==> config.mk <==
export PLATFORM = sky130hd
export DESIGN_NAME = nmea_ubx_sentence_framer
export DESIGN_NICKNAME = d
export VERILOG_FILES = /design/src/rtl/nuf_pkg.sv /design/src/rtl/nuf_parse.sv /design/src/rtl/nmea_ubx_sentence_framer.sv
export SDC_FILE = /design/constraint.sdc
export NUM_CORES = 1
export LEC_CHECK = 0
export BUFFER_PORTS_ARGS = -buffer_cell sky130_fd_sc_hd__buf_2
export CAP_MARGIN = 10
export CORE_MARGIN = 5
export CORE_UTILIZATION = 40
export CTS_CLUSTER_SIZE = 30
export DETAILED_ROUTE_END_ITERATION = 8
export GPL_ROUTABILITY_DRIVEN = 0
export PLACE_DENSITY = 0.62
export SLEW_MARGIN = 30
export SYNTH_ARGS = -nofsm -noshare
export SYNTH_HDL_FRONTEND = slang
export SYNTH_HIERARCHICAL = 1
export SYNTH_SLANG_ARGS = --single-unit
==> constraint.sdc <==
create_clock -name clk -period 6.4 [get_ports clk]
set_input_delay 0.32 -clock clk [delete_from_list [all_inputs] [get_ports clk]]
set_output_delay 0.32 -clock clk [all_outputs]
set_load 0.01 [all_outputs]
==> src/rtl/nuf_pkg.sv <==
// shared types, codes and constants for the nmea/ubx sentence framer
package nuf_pkg;

    localparam int BUFFER_SIZE_DEF = 256;

    localparam logic [7:0] SYNC_NMEA = 8'h24;
    localparam logic [7:0] SYNC_UBX1 = 8'hB5;
    localparam logic [7:0] SYNC_UBX2 = 8'h62;
    localparam logic [7:0] CHAR_LF = 8'h0A;
    localparam logic [7:0] CHAR_COMMA = 8'h2C;

    localparam logic [39:0] ID_GGA = 40'h474E474741;
    localparam logic [39:0] ID_GSA = 40'h474E475341;
    localparam logic [39:0] ID_RMC = 40'h474E524D43;
    localparam logic [39:0] ID_VTG = 40'h474E565447;

    localparam logic [2:0] ID_LEN_FULL = 3'd5;
    localparam logic [2:0] ID_LEN_OVER = 3'd6;

    localparam logic [1:0] KIND_NONE = 2'd0;
    localparam logic [1:0] KIND_NMEA = 2'd1;
    localparam logic [1:0] KIND_UBX = 2'd2;

    localparam logic [2:0] SK_NONE = 3'd0;
    localparam logic [2:0] SK_GGA = 3'd1;
    localparam logic [2:0] SK_GSA = 3'd2;
    localparam logic [2:0] SK_RMC = 3'd3;
    localparam logic [2:0] SK_VTG = 3'd4;
    localparam logic [2:0] SK_UNKNOWN = 3'd5;

    typedef enum logic [2:0] {
        PH_HUNT,
        PH_SYNC2,
        PH_NMEA,
        PH_CLASS,
        PH_ID,
        PH_LEN_LO,
        PH_LEN_HI,
        PH_BODY
    } phase_t;

    typedef struct packed {
        logic [7:0] data_byte;
        logic       in_frame;
        logic [1:0] frame_kind;
        logic       frame_end;
        logic       overflow;
        logic [8:0] frame_length;
        logic [2:0] sentence_kind;
    } result_t;

    function automatic logic [2:0] classify(input logic closed, input logic [2:0] len,
                                            input logic [39:0] chars);
        logic [2:0] kind;
        kind = SK_UNKNOWN;
        if (closed && len == ID_LEN_FULL) begin
            if (chars == ID_GGA) kind = SK_GGA;
            else if (chars == ID_GSA) kind = SK_GSA;
            else if (chars == ID_RMC) kind = SK_RMC;
            else if (chars == ID_VTG) kind = SK_VTG;
        end
        return kind;
    endfunction

endpackage

==> src/rtl/nuf_parse.sv <==
// byte-wise frame state machine: holds parse state and forms one result per beat
module nuf_parse #(
    parameter int BUFFER_SIZE = nuf_pkg::BUFFER_SIZE_DEF
) (
    input  logic             clk,
    input  logic             rst_n,
    input  logic             accept,
    input  logic [7:0]       rx_byte,
    output nuf_pkg::result_t result
);

    localparam int CW = $clog2(BUFFER_SIZE + 1);
    localparam logic [CW-1:0] LIMIT = CW'(BUFFER_SIZE);

    nuf_pkg::phase_t phase_reg, phase_next;
    logic [CW-1:0]   count_reg, count_next;
    logic [7:0]      len_lo_reg, len_lo_next;
    logic [16:0]     left_reg, left_next;
    logic [39:0]     id_chars_reg, id_chars_next;
    logic [2:0]      id_len_reg, id_len_next;
    logic            id_closed_reg, id_closed_next;

    always_ff @(posedge clk or negedge rst_n)
    begin
        if (!rst_n)
        begin
            phase_reg     <= nuf_pkg::PH_HUNT;
            count_reg     <= '0;
            len_lo_reg    <= '0;
            left_reg      <= '0;
            id_chars_reg  <= '0;
            id_len_reg    <= '0;
            id_closed_reg <= 1'b0;
        end
        else if (accept)
        begin
            phase_reg     <= phase_next;
            count_reg     <= count_next;
            len_lo_reg    <= len_lo_next;
            left_reg      <= left_next;
            id_chars_reg  <= id_chars_next;
            id_len_reg    <= id_len_next;
            id_closed_reg <= id_closed_next;
        end
    end

    always_comb
    begin
        phase_next     = phase_reg;
        count_next     = count_reg;
        len_lo_next    = len_lo_reg;
        left_next      = left_reg;
        id_chars_next  = id_chars_reg;
        id_len_next    = id_len_reg;
        id_closed_next = id_closed_reg;

        result               = '0;
        result.data_byte     = rx_byte;
        result.frame_kind    = nuf_pkg::KIND_NONE;
        result.sentence_kind = nuf_pkg::SK_NONE;

        unique case (phase_reg)
            nuf_pkg::PH_HUNT:
            begin
                if (rx_byte == nuf_pkg::SYNC_NMEA)
                begin
                    phase_next        = nuf_pkg::PH_NMEA;
                    count_next        = CW'(1);
                    id_chars_next     = '0;
                    id_len_next       = '0;
                    id_closed_next    = 1'b0;
                    result.in_frame   = 1'b1;
                    result.frame_kind = nuf_pkg::KIND_NMEA;
                end
                else if (rx_byte == nuf_pkg::SYNC_UBX1)
                begin
                    phase_next = nuf_pkg::PH_SYNC2;
                end
            end
            nuf_pkg::PH_SYNC2:
            begin
                if (rx_byte == nuf_pkg::SYNC_UBX2)
                begin
                    phase_next        = nuf_pkg::PH_CLASS;
                    count_next        = CW'(2);
                    result.in_frame   = 1'b1;
                    result.frame_kind = nuf_pkg::KIND_UBX;
                end
                else
                begin
                    phase_next = nuf_pkg::PH_HUNT;
                end
            end
            nuf_pkg::PH_NMEA:
            begin
                result.in_frame   = 1'b1;
                result.frame_kind = nuf_pkg::KIND_NMEA;
                count_next        = count_reg + CW'(1);
                if (!id_closed_reg)
                begin
                    if (rx_byte == nuf_pkg::CHAR_COMMA)
                    begin
                        id_closed_next = 1'b1;
                    end
                    else
                    begin
                        if (id_len_reg < nuf_pkg::ID_LEN_FULL)
                            id_chars_next = {id_chars_reg[31:0], rx_byte};
                        if (id_len_reg < nuf_pkg::ID_LEN_OVER)
                            id_len_next = id_len_reg + 3'd1;
                    end
                end
                if (rx_byte == nuf_pkg::CHAR_LF)
                begin
                    result.frame_end     = 1'b1;
                    result.frame_length  = 9'(count_next);
                    result.sentence_kind = nuf_pkg::classify(id_closed_next, id_len_next,
                                                             id_chars_next);
                    phase_next           = nuf_pkg::PH_HUNT;
                end
                else if (count_next >= LIMIT)
                begin
                    result.overflow = 1'b1;
                    phase_next      = nuf_pkg::PH_HUNT;
                end
            end
            nuf_pkg::PH_CLASS:
            begin
                result.in_frame   = 1'b1;
                result.frame_kind = nuf_pkg::KIND_UBX;
                count_next        = count_reg + CW'(1);
                phase_next        = nuf_pkg::PH_ID;
            end
            nuf_pkg::PH_ID:
            begin
                result.in_frame   = 1'b1;
                result.frame_kind = nuf_pkg::KIND_UBX;
                count_next        = count_reg + CW'(1);
                phase_next        = nuf_pkg::PH_LEN_LO;
            end
            nuf_pkg::PH_LEN_LO:
            begin
                result.in_frame   = 1'b1;
                result.frame_kind = nuf_pkg::KIND_UBX;
                count_next        = count_reg + CW'(1);
                len_lo_next       = rx_byte;
                phase_next        = nuf_pkg::PH_LEN_HI;
            end
            nuf_pkg::PH_LEN_HI:
            begin
                result.in_frame   = 1'b1;
                result.frame_kind = nuf_pkg::KIND_UBX;
                count_next        = count_reg + CW'(1);
                // payload plus two checksum bytes
                left_next         = {1'b0, rx_byte, len_lo_reg} + 17'd2;
                phase_next        = nuf_pkg::PH_BODY;
            end
            nuf_pkg::PH_BODY:
            begin
                result.in_frame   = 1'b1;
                result.frame_kind = nuf_pkg::KIND_UBX;
                count_next        = count_reg + CW'(1);
                if (count_next >= LIMIT)
                begin
                    result.overflow = 1'b1;
                    phase_next      = nuf_pkg::PH_HUNT;
                end
                else
                begin
                    if (left_reg != '0)
                        left_next = left_reg - 17'd1;
                    if (left_next == '0)
                    begin
                        result.frame_end    = 1'b1;
                        result.frame_length = 9'(count_next);
                        phase_next          = nuf_pkg::PH_HUNT;
                    end
                end
            end
        endcase
    end

endmodule

==> src/rtl/nmea_ubx_sentence_framer.sv <==
// top level of the nmea/ubx sentence framer with its two-entry output buffer
// One byte is taken per beat and every byte yields one result beat, registered in
// the output register, or in the skid register while the output is stalled. The
// block sustains one byte per clock cycle while in_ready is high. The rate is set
// by the frame state machine, whose next state and result are formed from the
// current state and the byte in the same cycle. Results land in an output register
// backed by a skid register, so a new byte is still accepted in the cycle a waiting
// result is stalled; in_ready drops only while both entries hold results.
module nmea_ubx_sentence_framer #(
    parameter int BUFFER_SIZE = nuf_pkg::BUFFER_SIZE_DEF
) (
    input  logic       clk,
    input  logic       rst_n,
    input  logic       in_valid,
    output logic       in_ready,
    input  logic [7:0] rx_byte,
    output logic       out_valid,
    input  logic       out_ready,
    output logic [7:0] data_byte,
    output logic       in_frame,
    output logic [1:0] frame_kind,
    output logic       frame_end,
    output logic       overflow,
    output logic [8:0] frame_length,
    output logic [2:0] sentence_kind
);

    nuf_pkg::result_t result;
    nuf_pkg::result_t out_reg, out_next;
    nuf_pkg::result_t skid_reg, skid_next;
    logic             out_valid_reg, out_valid_next;
    logic             skid_valid_reg, skid_valid_next;
    logic             accept;

    assign in_ready = !skid_valid_reg;
    assign accept   = in_valid && in_ready;

    nuf_parse #(
        .BUFFER_SIZE (BUFFER_SIZE)
    ) u_parse (
        .clk     (clk),
        .rst_n   (rst_n),
        .accept  (accept),
        .rx_byte (rx_byte),
        .result  (result)
    );

    always_comb
    begin
        out_next        = out_reg;
        skid_next       = skid_reg;
        out_valid_next  = out_valid_reg;
        skid_valid_next = skid_valid_reg;
        if (!out_valid_reg || out_ready)
        begin
            if (skid_valid_reg)
            begin
                out_next        = skid_reg;
                out_valid_next  = 1'b1;
                skid_valid_next = 1'b0;
            end
            else if (accept)
            begin
                out_next       = result;
                out_valid_next = 1'b1;
            end
            else
            begin
                out_valid_next = 1'b0;
            end
        end
        else if (accept)
        begin
            skid_next       = result;
            skid_valid_next = 1'b1;
        end
    end

    always_ff @(posedge clk or negedge rst_n)
    begin
        if (!rst_n)
        begin
            out_valid_reg  <= 1'b0;
            skid_valid_reg <= 1'b0;
        end
        else
        begin
            out_valid_reg  <= out_valid_next;
            skid_valid_reg <= skid_valid_next;
        end
    end

    always_ff @(posedge clk)
    begin
        out_reg  <= out_next;
        skid_reg <= skid_next;
    end

    assign out_valid     = out_valid_reg;
    assign data_byte     = out_reg.data_byte;
    assign in_frame      = out_reg.in_frame;
    assign frame_kind    = out_reg.frame_kind;
    assign frame_end     = out_reg.frame_end;
    assign overflow      = out_reg.overflow;
    assign frame_length  = out_reg.frame_length;
    assign sentence_kind = out_reg.sentence_kind;

    // a held skid entry means the output register is full
    a_skid_implies_out: assert property (@(posedge clk) disable iff (!rst_n)
        skid_valid_reg |-> out_valid_reg)
        else $error("skid entry held with empty output register");

    a_kind_matches_frame: assert property (@(posedge clk) disable iff (!rst_n)
        out_valid |-> (in_frame == (frame_kind != nuf_pkg::KIND_NONE)))
        else $error("frame kind disagrees with in_frame");

    a_end_or_overflow: assert property (@(posedge clk) disable iff (!rst_n)
        out_valid && (frame_end || overflow) |-> in_frame && !(frame_end && overflow))
        else $error("frame end or overflow outside a frame, or both at once");

    a_sentence_only_at_nmea_end: assert property (@(posedge clk) disable iff (!rst_n)
        out_valid && (sentence_kind != nuf_pkg::SK_NONE)
            |-> frame_end && (frame_kind == nuf_pkg::KIND_NMEA))
        else $error("sentence kind given off an nmea frame end");

endmodule
==> results of run 1 <==
layer usage:
metal	global-route usage	up-vias	part of all wire
met5	0	-	0
met4	0.0605	0	0.017
met3	0.0382	27	0.060
met2	0.251	211	0.45
met1	0.242	2619	0.47
li1	-	2461	-
power groups by stage:
stage	clock network [W]	registers (W)	logic, W
2_1_floorplan	0	0.00124	0.000697
6_report	0.000952	0.00133	0.000843
4_1_cts	0.000975	0.00132	0.000840
5_1_grt	0.00102	0.00136	0.000934
3_3_place_gp	0	0.00132	0.000817
3_5_place_dp	0	0.00133	0.000830
synth_stat cells (all sizes together), types with 6 or more instances:
library cell | count | share of area
edfxtp | 50 | 0.21
o21ai | 38 | 0.027
inv | 8 | 0.0042
buf | 22 | 0.023
nand3 | 24 | 0.017
xor2 | 11 | 0.014
xnor2 | 10 | 0.012
a22o | 41 | 0.051
clkbuf | 20 | 0.011
nor3b | 7 | 0.0074
nand4 | 7 | 0.0062
and3 | 8 | 0.0071
nand2 | 52 | 0.028
nor2 | 53 | 0.031
nor4 | 9 | 0.014
mux2i | 7 | 0.0099
nor3 | 17 | 0.013
a21oi | 37 | 0.026
nor4b | 10 | 0.014
nand4b | 6 | 0.0074
a22oi | 6 | 0.0064
mux2 | 35 | 0.069
dfrtp | 83 | 0.29
per-stage QoR:
step	setup WS, ps	instance area (um2)	hold slack, ps	power [W]	instances
3_3_place_gp	3250	7350	281	0.00214	869
3_5_place_dp	3150	7360	293	0.00216	869
5_1_grt	2910	7950	170	0.00331	902
4_1_cts	3140	7950	156	0.00313	902
2_1_floorplan	3510	7070	24.4	0.00194	643
6_report	3110	7950	175	0.00312	902
layout make-up:
| type | instances | area (um2) | area share |
|---|---|---|---|
| Sequential cell | 133 | 3580 | 0.450 |
| Multi-Input combinational cell | 459 | 3230 | 0.407 |
| Clock buffer | 22 | 487 | 0.0612 |
| Tap cell | 225 | 282 | 0.0354 |
| Timing Repair Buffer | 44 | 240 | 0.0302 |
| Clock inverter | 10 | 96.3 | 0.0121 |
| Inverter | 9 | 33.8 | 0.00425 |
layout by cell type (no fill, tap or decap), types with 6 or more instances in the layout:
| cell type | instances |
|---|---|
| mux2i_1 | 7 |
| buf_4 | 6 |
| nor3_1 | 16 |
| nand2_1 | 52 |
| a22o_1 | 41 |
| nand3_1 | 23 |
| a22oi_1 | 6 |
| xor2_1 | 11 |
| nor2_1 | 45 |
| nand4b_1 | 6 |
| dfrtp_1 | 82 |
| nor4b_1 | 8 |
| and3_1 | 8 |
| o21ai_0 | 36 |
| inv_1 | 8 |
| buf_2 | 37 |
| mux2_4 | 25 |
| xnor2_1 | 10 |
| nor2_2 | 8 |
| nand4_1 | 7 |
| clkbuf_16 | 19 |
| a21oi_1 | 37 |
| edfxtp_1 | 50 |
| mux2_2 | 9 |
| nor3b_1 | 6 |
worst paths after layout:
check | from | to | slack [ps] | cells past startpoint
min | in_valid | out_valid$_DFFE_PN0P_ | 170 | 3
min reg2reg | u_parse/id_chars_reg[34]$_DFFE_PN0P_ | u_parse/id_chars_reg[34]$_DFFE_PN0P_ | 500 | 1
min in group asynchronous | rst_n | u_parse/left_reg[7]$_DFFE_PN0P_ | 390 | 2
max | u_parse/left_reg[0]$_DFFE_PN0P_ | frame_length[7]$_DFFE_PP_ | 3110 | 10
max in group asynchronous | rst_n | u_parse/left_reg[12]$_DFFE_PN0P_ | 4950 | 3
max reg2reg | u_parse/left_reg[0]$_DFFE_PN0P_ | frame_length[7]$_DFFE_PP_ | 3110 | 10
worst reg2reg max path: stages, from the launching register on:
cell	delay, ps
dfrtp_1	430
inv_1	150
ha_1	240
or4b_1	500
nor4_4	220
mux2_1	370
nor4b_2	320
nand2_1	100
o31a_1	450
nor2_2	220
mux2_4	160
cells by family after synthesis:
logic type | count (synthesis) | share of synthesized area
AO/OA/AOI/OAI | 161 | 0.155
XOR/XNOR | 21 | 0.0260
adder cells (fa/ha/maj) | 5 | 0.00885
buffers and inverters | 51 | 0.0384
flip-flops | 133 | 0.506
multiplexers | 42 | 0.0790
AND/OR/NAND/NOR | 230 | 0.186
repair_timing:
action,CTS,global route
endpoints found under the hold margin,28,0
hold buffers,1,0
resized for setup,0,0
==> out/metrics.csv, run 1 <==
metric,value,unit
core,17300,um2
wl,16400,um
grt_setup_unrepaired,false,
initial_core_util,0.409,
drc_errors,0,
finalSetupViolations,0,
cts.sinks,133,
clock_power_share,0.305,
period_needed,3290,ps
die_x,143,um
grt_usage,0.169,
seq_area_frac_synth,0.506,
combinationalPowerShare,0.270,
crit_family,simple AND/OR/NAND/NOR gates,
numCtsBuffers,17,
dp_hpwl,11100,um
hp-class,input port to flop,
finalSetupTns,0,ps
cts_buffer_depth,2,
synthArstFlopShare,0.624,
nNetsFinal,681,
drive_above_1_share,0.202,
critPathSlowestCell,or4b_1,
cp_cell_sequence,"inv_1, ha_1, or4b_1, nor4_4, mux2_1, nor4b_2, nand2_1, o31a_1, nor2_2, mux2_4",
cts_tree,yes,
path_clk_slew,60,ps
seqPwrFrac,0.425,
cp.required,6690,ps
arrival,3580,ps
placementRows,48,
fin_skew,8.89,ps
cellPowerDensity,393,nW/um2
status,completed,
largest_reg_flops,40,
clk-insertion-delay-late,420,ps
grt_overflow,0,
switching_power,0.00108,W
irDropWorstVdd,0.203,mV
switching_share,0.347,
dieArea,20400,um2
die_height,143,um
drv_slew,0,
worst_setup_path_end_kind,flop,
drt_iter0_markers,613,
ys_types,78,
first_pass_iters,5,
grt_pass1_wl,27200,um
utilization,0.460,
detail_route.wl_per_cell,18.2,um
grt_max_degree,56,
crit_buf_inv,1,
port_buffers,38,
slew_headroom,0.363,
root_buffer,clkbuf_16,
vias,5318,
p_int,0.00204,W
p_leak,3.18,nW
maxCapViolCount,0,
path_class,flop to flop,
grt_antenna_before_repair,0,
n_antenna_cell,0,
grt_pass1_vias,5013,
syn_area,7070,um2
synthFlopType,dfrtp_1,
htreeDepth,4,
post-cts-setup-buffers,0,
max_freq,304,MHz
vias_per_cell,5.90,
crit_path_start_kind,flop,
worst_pin_slew,944,ps
postRouteAntennaNets,0,
avgSynthCellArea,11.0,um2
synth_seq_cells,133,
syn_to_final_growth,12.5,%
fillers,1541,
netlist_instances,643,
yosys_warnings,6,
critical-path-max-stage-delay,500,ps
period_share,0.514,
cp_max_fo,9,
synth_nets,660,
hold_viol,0,
synth_edf_count,50,
ios,39,
Power figures use the tool's default switching activity.
==> run 2, diff against run 1 <==
--- a/config.mk
+++ b/config.mk
@@ -12,7 +12,7 @@
 export CTS_CLUSTER_SIZE = 30
 export DETAILED_ROUTE_END_ITERATION = 8
 export GPL_ROUTABILITY_DRIVEN = 0
-export PLACE_DENSITY = 0.62
+export PLACE_DENSITY = 0.64
 export SLEW_MARGIN = 30
 export SYNTH_ARGS = -nofsm -noshare
 export SYNTH_HDL_FRONTEND = slang
==> constraint.sdc (replaced) <==
create_clock -name clk -period 2.7 [get_ports clk]
set_input_delay 0.135 -clock clk [delete_from_list [all_inputs] [get_ports clk]]
set_output_delay 0.135 -clock clk [all_outputs]
set_load 0.01 [all_outputs]
==> run 2 against run 1 <==
Against the previous run: the run now ends with setup timing left; clock power rose to 2.7 times the previous value; critical path depth up 1; global-route usage rose by 0.82 points; count of clock-buffer cells in the layout down 3; via count rose by 6.6%; critical path type unchanged; largest power group unchanged; highest routed layer unchanged.
==> out/metrics.csv, run 2 (synthesis results as in run 1) <==
metric,value,unit
drc_errors,0,
cellPowerDensity,950,nW/um2
final_cell_mix,"82 x dfrtp_1, 79 x buf_4, 50 x nand2_1, 50 x edfxtp_1, 44 x nor2_1",
ios,39,
period_needed,2820,ps
grt_max_degree,84,
dp.cells,936,
dp_hpwl,12200,um
cts.sinks,133,
path_class,flop to flop,
hp-class,input port to flop,
grt_overflow,0,
final.setup.worst_slack,-118,ps
period_share,1.04,
n_antenna_cell,0,
cts_tree,yes,
hold_end,data_byte[2]$_DFFE_PP_,
report.power.total,0.00835,W
grt_antenna_before_repair,0,
hp-start,rx_byte[2],
dieArea,20400,um2
core,17300,um2
slew_headroom,0.467,
htreeDepth,4,
drv_slew,0,
grt_pass1_wl,28800,um
initial_core_util,0.409,
cp.required,3000,ps
whs_path_depth,2,
drive_above_1_share,0.311,
crit_path_start_kind,flop,
fin_cells,978,
arrival,3120,ps
hold_viol,0,
final_common_cell,dfrtp_1,
irDropWorstVdd,0.556,mV
port_buffers,38,
detail_route.wl_per_cell,18.1,um
cts_buffer_depth,2,
grt_setup_unrepaired,true,
largest_reg_flops,40,
grt_pass1_vias,5629,
die_x,143,um
drt_iter0_markers,638,
worst_setup_path_end_kind,flop,
timing.rr.end,frame_length[2]$_DFFE_PP_,
wl,17700,um
grt_usage,0.177,
rrSetupSlack,-120,ps
root_buffer,clkbuf_16,
r2r_cells,11,
utilization,0.508,
max_freq,355,MHz
first_pass_iters,5,
vias_per_cell,5.80,
nNetsFinal,757,
finalSetupViolations,10,
numCtsBuffers,17,
syn_to_final_growth,24.4,%
die_height,143,um
maxCapViolCount,0,
cp_max_fo,9,
reg2reg_from,u_parse/left_reg[0]$_DFFE_PN0P_,
worst_pin_slew,800,ps
path_clk_slew,60,ps
placementRows,48,
vias,5668,
status,"finished, violations left",
p_leak,3.63,nW
fin_skew,8.97,ps
violations,setup timing,
postRouteAntennaNets,0,
clk-insertion-delay-late,420,ps
run 2: cell type report:
type / instances / area (um2)
repair buffers: 120 / 830
clock inverters: 13 / 231
flip-flops and latches: 133 / 3580
fillers: 1532 / 8500
multi-input cells: 459 / 3400
well taps: 225 / 282
inverters: 9 / 33.8
clock buffers: 19 / 433
run 2: worst max-delay path, cell delays in order (launching register included):
cell and delay, ps:
dfrtp_1 390, inv_2 100, ha_4 140, or4b_4 460
nor4_4 210, mux2_4 340, nor4b_4 250, nand2_1 90
o31a_1 280, buf_12 170, nor2_2 120, mux2_4 140
run 2: repair_timing:
item                                    CTS  global route
gates resized for setup                   4            28
endpoints found under the hold margin    84             0
pin swaps                                 0            12
buffers inserted                          2             7
hold buffers                              2             0
endpoints found under the setup margin   14            26
run 2: layer usage:
layer,vias up,wire length (um),GRT usage
met5,-,0,0
met4,0,509,0.0775
met3,51,1030,0.0365
met2,232,8330,0.280
met1,2775,7840,0.235
li1,2610,-,-
run 2: power by group:
group	switching [W]	total (W)	internal [W]
sequential	0.000441	0.00298	0.00254
combinational	0.00145	0.00277	0.00131
clock	0.000870	0.00260	0.00173
run 2: worst max path at each step:
stage | start | end | slack [ps] | depth (start not counted)
finish | u_parse/left_reg[0]$_DFFE_PN0P_ | frame_length[2]$_DFFE_PP_ | -120 | 11
global route | u_parse/left_reg[0]$_DFFE_PN0P_ | frame_length[7]$_DFFE_PP_ | -210 | 11
CTS | u_parse/left_reg[0]$_DFFE_PN0P_ | frame_length[6]$_DFFE_PP_ | -120 | 11
detailed placement | u_parse/left_reg[0]$_DFFE_PN0P_ | frame_length[7]$_DFFE_PP_ | -130 | 11
global placement | u_parse/left_reg[1]$_DFFE_PN0P_ | frame_length[2]$_DFFE_PP_ | -60 | 11
floorplan | u_parse/left_reg[0]$_DFFE_PN0P_ | frame_length[4]$_DFFE_PP_ | 0.4 | 11
run 2: stage by stage:
| stage | cell area, um2 | setup WS (ps) | TNS (ps) | hold WS (ps) |
|---|---|---|---|---|
| 6_report | 8790 | -118 | -908 | 114 |
| 5_1_grt | 8790 | -213 | -2630 | 107 |
| 4_1_cts | 8630 | -124 | -936 | 93.7 |
| 3_5_place_dp | 7910 | -129 | -824 | 250 |
| 3_3_place_gp | 7900 | -63.5 | -468 | 380 |
| 2_1_floorplan | 7100 | 0.409 | 0 | -161 |
==> run 3, diff against run 2 <==
--- a/config.mk
+++ b/config.mk
@@ -5,6 +5,7 @@
 export SDC_FILE = /design/constraint.sdc
 export NUM_CORES = 1
 export LEC_CHECK = 0
+export ABC_AREA = 1
 export BUFFER_PORTS_ARGS = -buffer_cell sky130_fd_sc_hd__buf_2
 export CAP_MARGIN = 10
 export CORE_MARGIN = 5
==> run 3 against run 2 <==
Against the previous run: the flow now finishes without violations; sequential share of layout area down 0.43 points; first-iteration DRC count decreased by 21%; global-route usage fell by 0.34 points; flip-flop and latch count is the same; wire length increased by 6.7%; area after synthesis rose by 8.6%; synthesized cell count is 55% higher; worst setup slack gained 310 ps; design area grew 1.0%; via count increased by 18%; count of clock-buffer cells in the layout fell by 2; largest power group unchanged.
==> out/metrics.csv, run 3 <==
metric,value,unit
fillers,1822,
cts_buffer_depth,2,
hold_viol,0,
seq_area,3580,um2
path_clk_slew,60,ps
maxCapViolCount,0,
drt_iter0_markers,504,
pre_cts_ws,69.0,ps
htreeDepth,4,
netlist.top_cell.by_area,dfrtp_1,
post-cts-setup-buffers,0,
worst_pin_slew,688,ps
syn_to_final_growth,15.7,%
detail_route.wl_per_cell,14.5,um
core,18800,um2
cellPowerDensity,744,nW/um2
port_buffers,38,
fin_skew,11.0,ps
drv_slew,0,
numCtsBuffers,17,
die_x,149,um
cp_max_fo,5,
postRouteAntennaNets,0,
grt_setup_unrepaired,true,
period_share,0.930,
synth_seq_cells,133,
status,completed,
die_height,149,um
grt_usage,0.173,
ys_types,48,
slew_headroom,0.541,
finalSetupViolations,0,
critPathSlowestCell,dfrtp_1,
cts.sinks,133,
crit_family,simple AND/OR/NAND/NOR gates,
combinationalPowerShare,0.258,
grt_max_degree,57,
arrival,2810,ps
hp-class,input port to flop,
final_common_cell,nand2_1,
seqPwrFrac,0.392,
yosys_warnings,6,
worst_setup_path_end_kind,flop,
grt_pass1_vias,6344,
final.setup.worst_slack,188,ps
wl,18900,um
p_int,0.00437,W
synth_nets,1012,
root_buffer,clkbuf_16,
switching_power,0.00224,W
cp_cell_sequence,"inv_1, ha_1, nand2_1, nor2_4, nand3_1, nand3_1, and3_1, nand3_1, nor2_4, nand4_4, a21oi_2, nand2_1, nand2_1",
initial_core_util,0.408,
first_pass_iters,5,
nNetsFinal,1048,
vias_per_cell,5.13,
clk-insertion-delay-late,420,ps
synth_edf_count,50,
avgSynthCellArea,7.72,um2
critical-path-max-stage-delay,380,ps
utilization,0.472,
netlist_instances,995,
fin_cells,1304,
dieArea,22100,um2
p_leak,4.12,nW
synthFlopType,dfrtp_1,
ys_top_cells_by_area,"dfrtp_1 27%, edfxtp_1 20%, nand2_1 16%, inv_1 4.8%, nand4_1 4.3%",
path_class,flop to flop,
crit_path_start_kind,flop,
report.power.total,0.00661,W
final_cell_mix,"330 x nand2_1, 99 x inv_1, 83 x dfrtp_1",
grt_overflow,0,
drive_above_1_share,0.144,
grt_pass1_wl,31200,um
drc_errors,0,
placementRows,50,
dp.cells,1269,
ios,39,
period_needed,2510,ps
largest_reg_flops,40,
max_freq,398,MHz
grt_antenna_before_repair,0,
seq_area_frac_synth,0.466,
synthArstFlopShare,0.624,
synth.most_common_cell,nand2_1,
n_antenna_cell,0,
clock_power_share,0.350,
switching_share,0.339,
vias,6695,
multi_input_area,3510,um2
syn_area,7680,um2
cp.required,3000,ps
cts_tree,yes,
synth_top_area_frac,0.271,
synth_commonest_cells,"332 x nand2_1, 99 x inv_1, 83 x dfrtp_1",
irDropWorstVdd,0.443,mV
crit_buf_inv,1,
dp_hpwl,13000,um
-- run 3: power groups by stage --
stage | combinational, W | clock [W] | sequential (W)
global route | 0.00196 | 0.00247 | 0.00263
global placement | 0.00167 | 0 | 0.00261
detailed placement | 0.00168 | 0 | 0.00262
CTS | 0.00169 | 0.00238 | 0.00258
floorplan | 0.00130 | 0 | 0.00260
finish | 0.00170 | 0.00231 | 0.00259
-- run 3: layer usage --
metal  GRT usage  wire length, um
met1       0.246             8890
met5           0                0
met2       0.271             8660
met3      0.0286             1010
met4      0.0573              330
-- run 3: kinds of logic (layout without fill, tap and decap cells) --
group / count (synthesis) / after routing / share of synthesized area
simple gates: 552 / 553 / 0.311
buf+inv: 158 / 206 / 0.0939
flops: 133 / 133 / 0.466
compound gates: 119 / 119 / 0.0890
xor+xnor: 28 / 28 / 0.0319
fa+ha+maj: 5 / 5 / 0.00815
-- run 3: layout make-up --
class,count,area share
Multi-Input combinational cell,705,0.395
Clock buffer,17,0.0479
Tap cell,260,0.0366
Clock inverter,15,0.0190
Inverter,107,0.0461
Sequential cell,133,0.403
Timing Repair Buffer,67,0.0524
-- run 3: final timing paths --
path	end	cells after the start	slack, ps	startpoint
max in group asynchronous	u_parse/id_chars_reg[9]$_DFFE_PN0P_	3	1760	rst_n
min reg2reg	u_parse/id_chars_reg[38]$_DFFE_PN0P_	2	480	u_parse/id_chars_reg[38]$_DFFE_PN0P_
min in group asynchronous	u_parse/left_reg[16]$_DFFE_PN0P_	2	280	rst_n
max reg2reg	frame_length[2]$_DFFE_PP_	13	190	u_parse/left_reg[0]$_DFFE_PN0P_
min	skid_valid_reg$_DFFE_PN0P_	4	20	out_ready
max	frame_length[2]$_DFFE_PP_	13	190	u_parse/left_reg[0]$_DFFE_PN0P_
-- run 3: metrics by stage --
stage	setup TNS (ps)	area (um2)	hold slack, ps
after floorplan	0	7680	-161
after global placement	0	8140	207
after detailed placement	0	8140	203
after CTS	0	8760	5.57
after global routing	-29.6	8880	11.8
final	0	8880	23.3
-- run 3: worst register-to-register path: stages (launching register included) --
cell and delay, ps:
dfrtp_1 380, inv_1 150, ha_1 230, nand2_1 170
nor2_4 190, nand3_1 90, nand3_1 160, and3_1 180
nand3_1 120, nor2_4 190, nand4_4 200, a21oi_2 220
nand2_1 70, nand2_1 50
-- run 3: repair_timing --
item	4_1_cts	5_1_grt
gates resized for setup	0	25
hold buffers	2	0
endpoints found under the hold margin	47	0
endpoints found under the setup margin	0	21
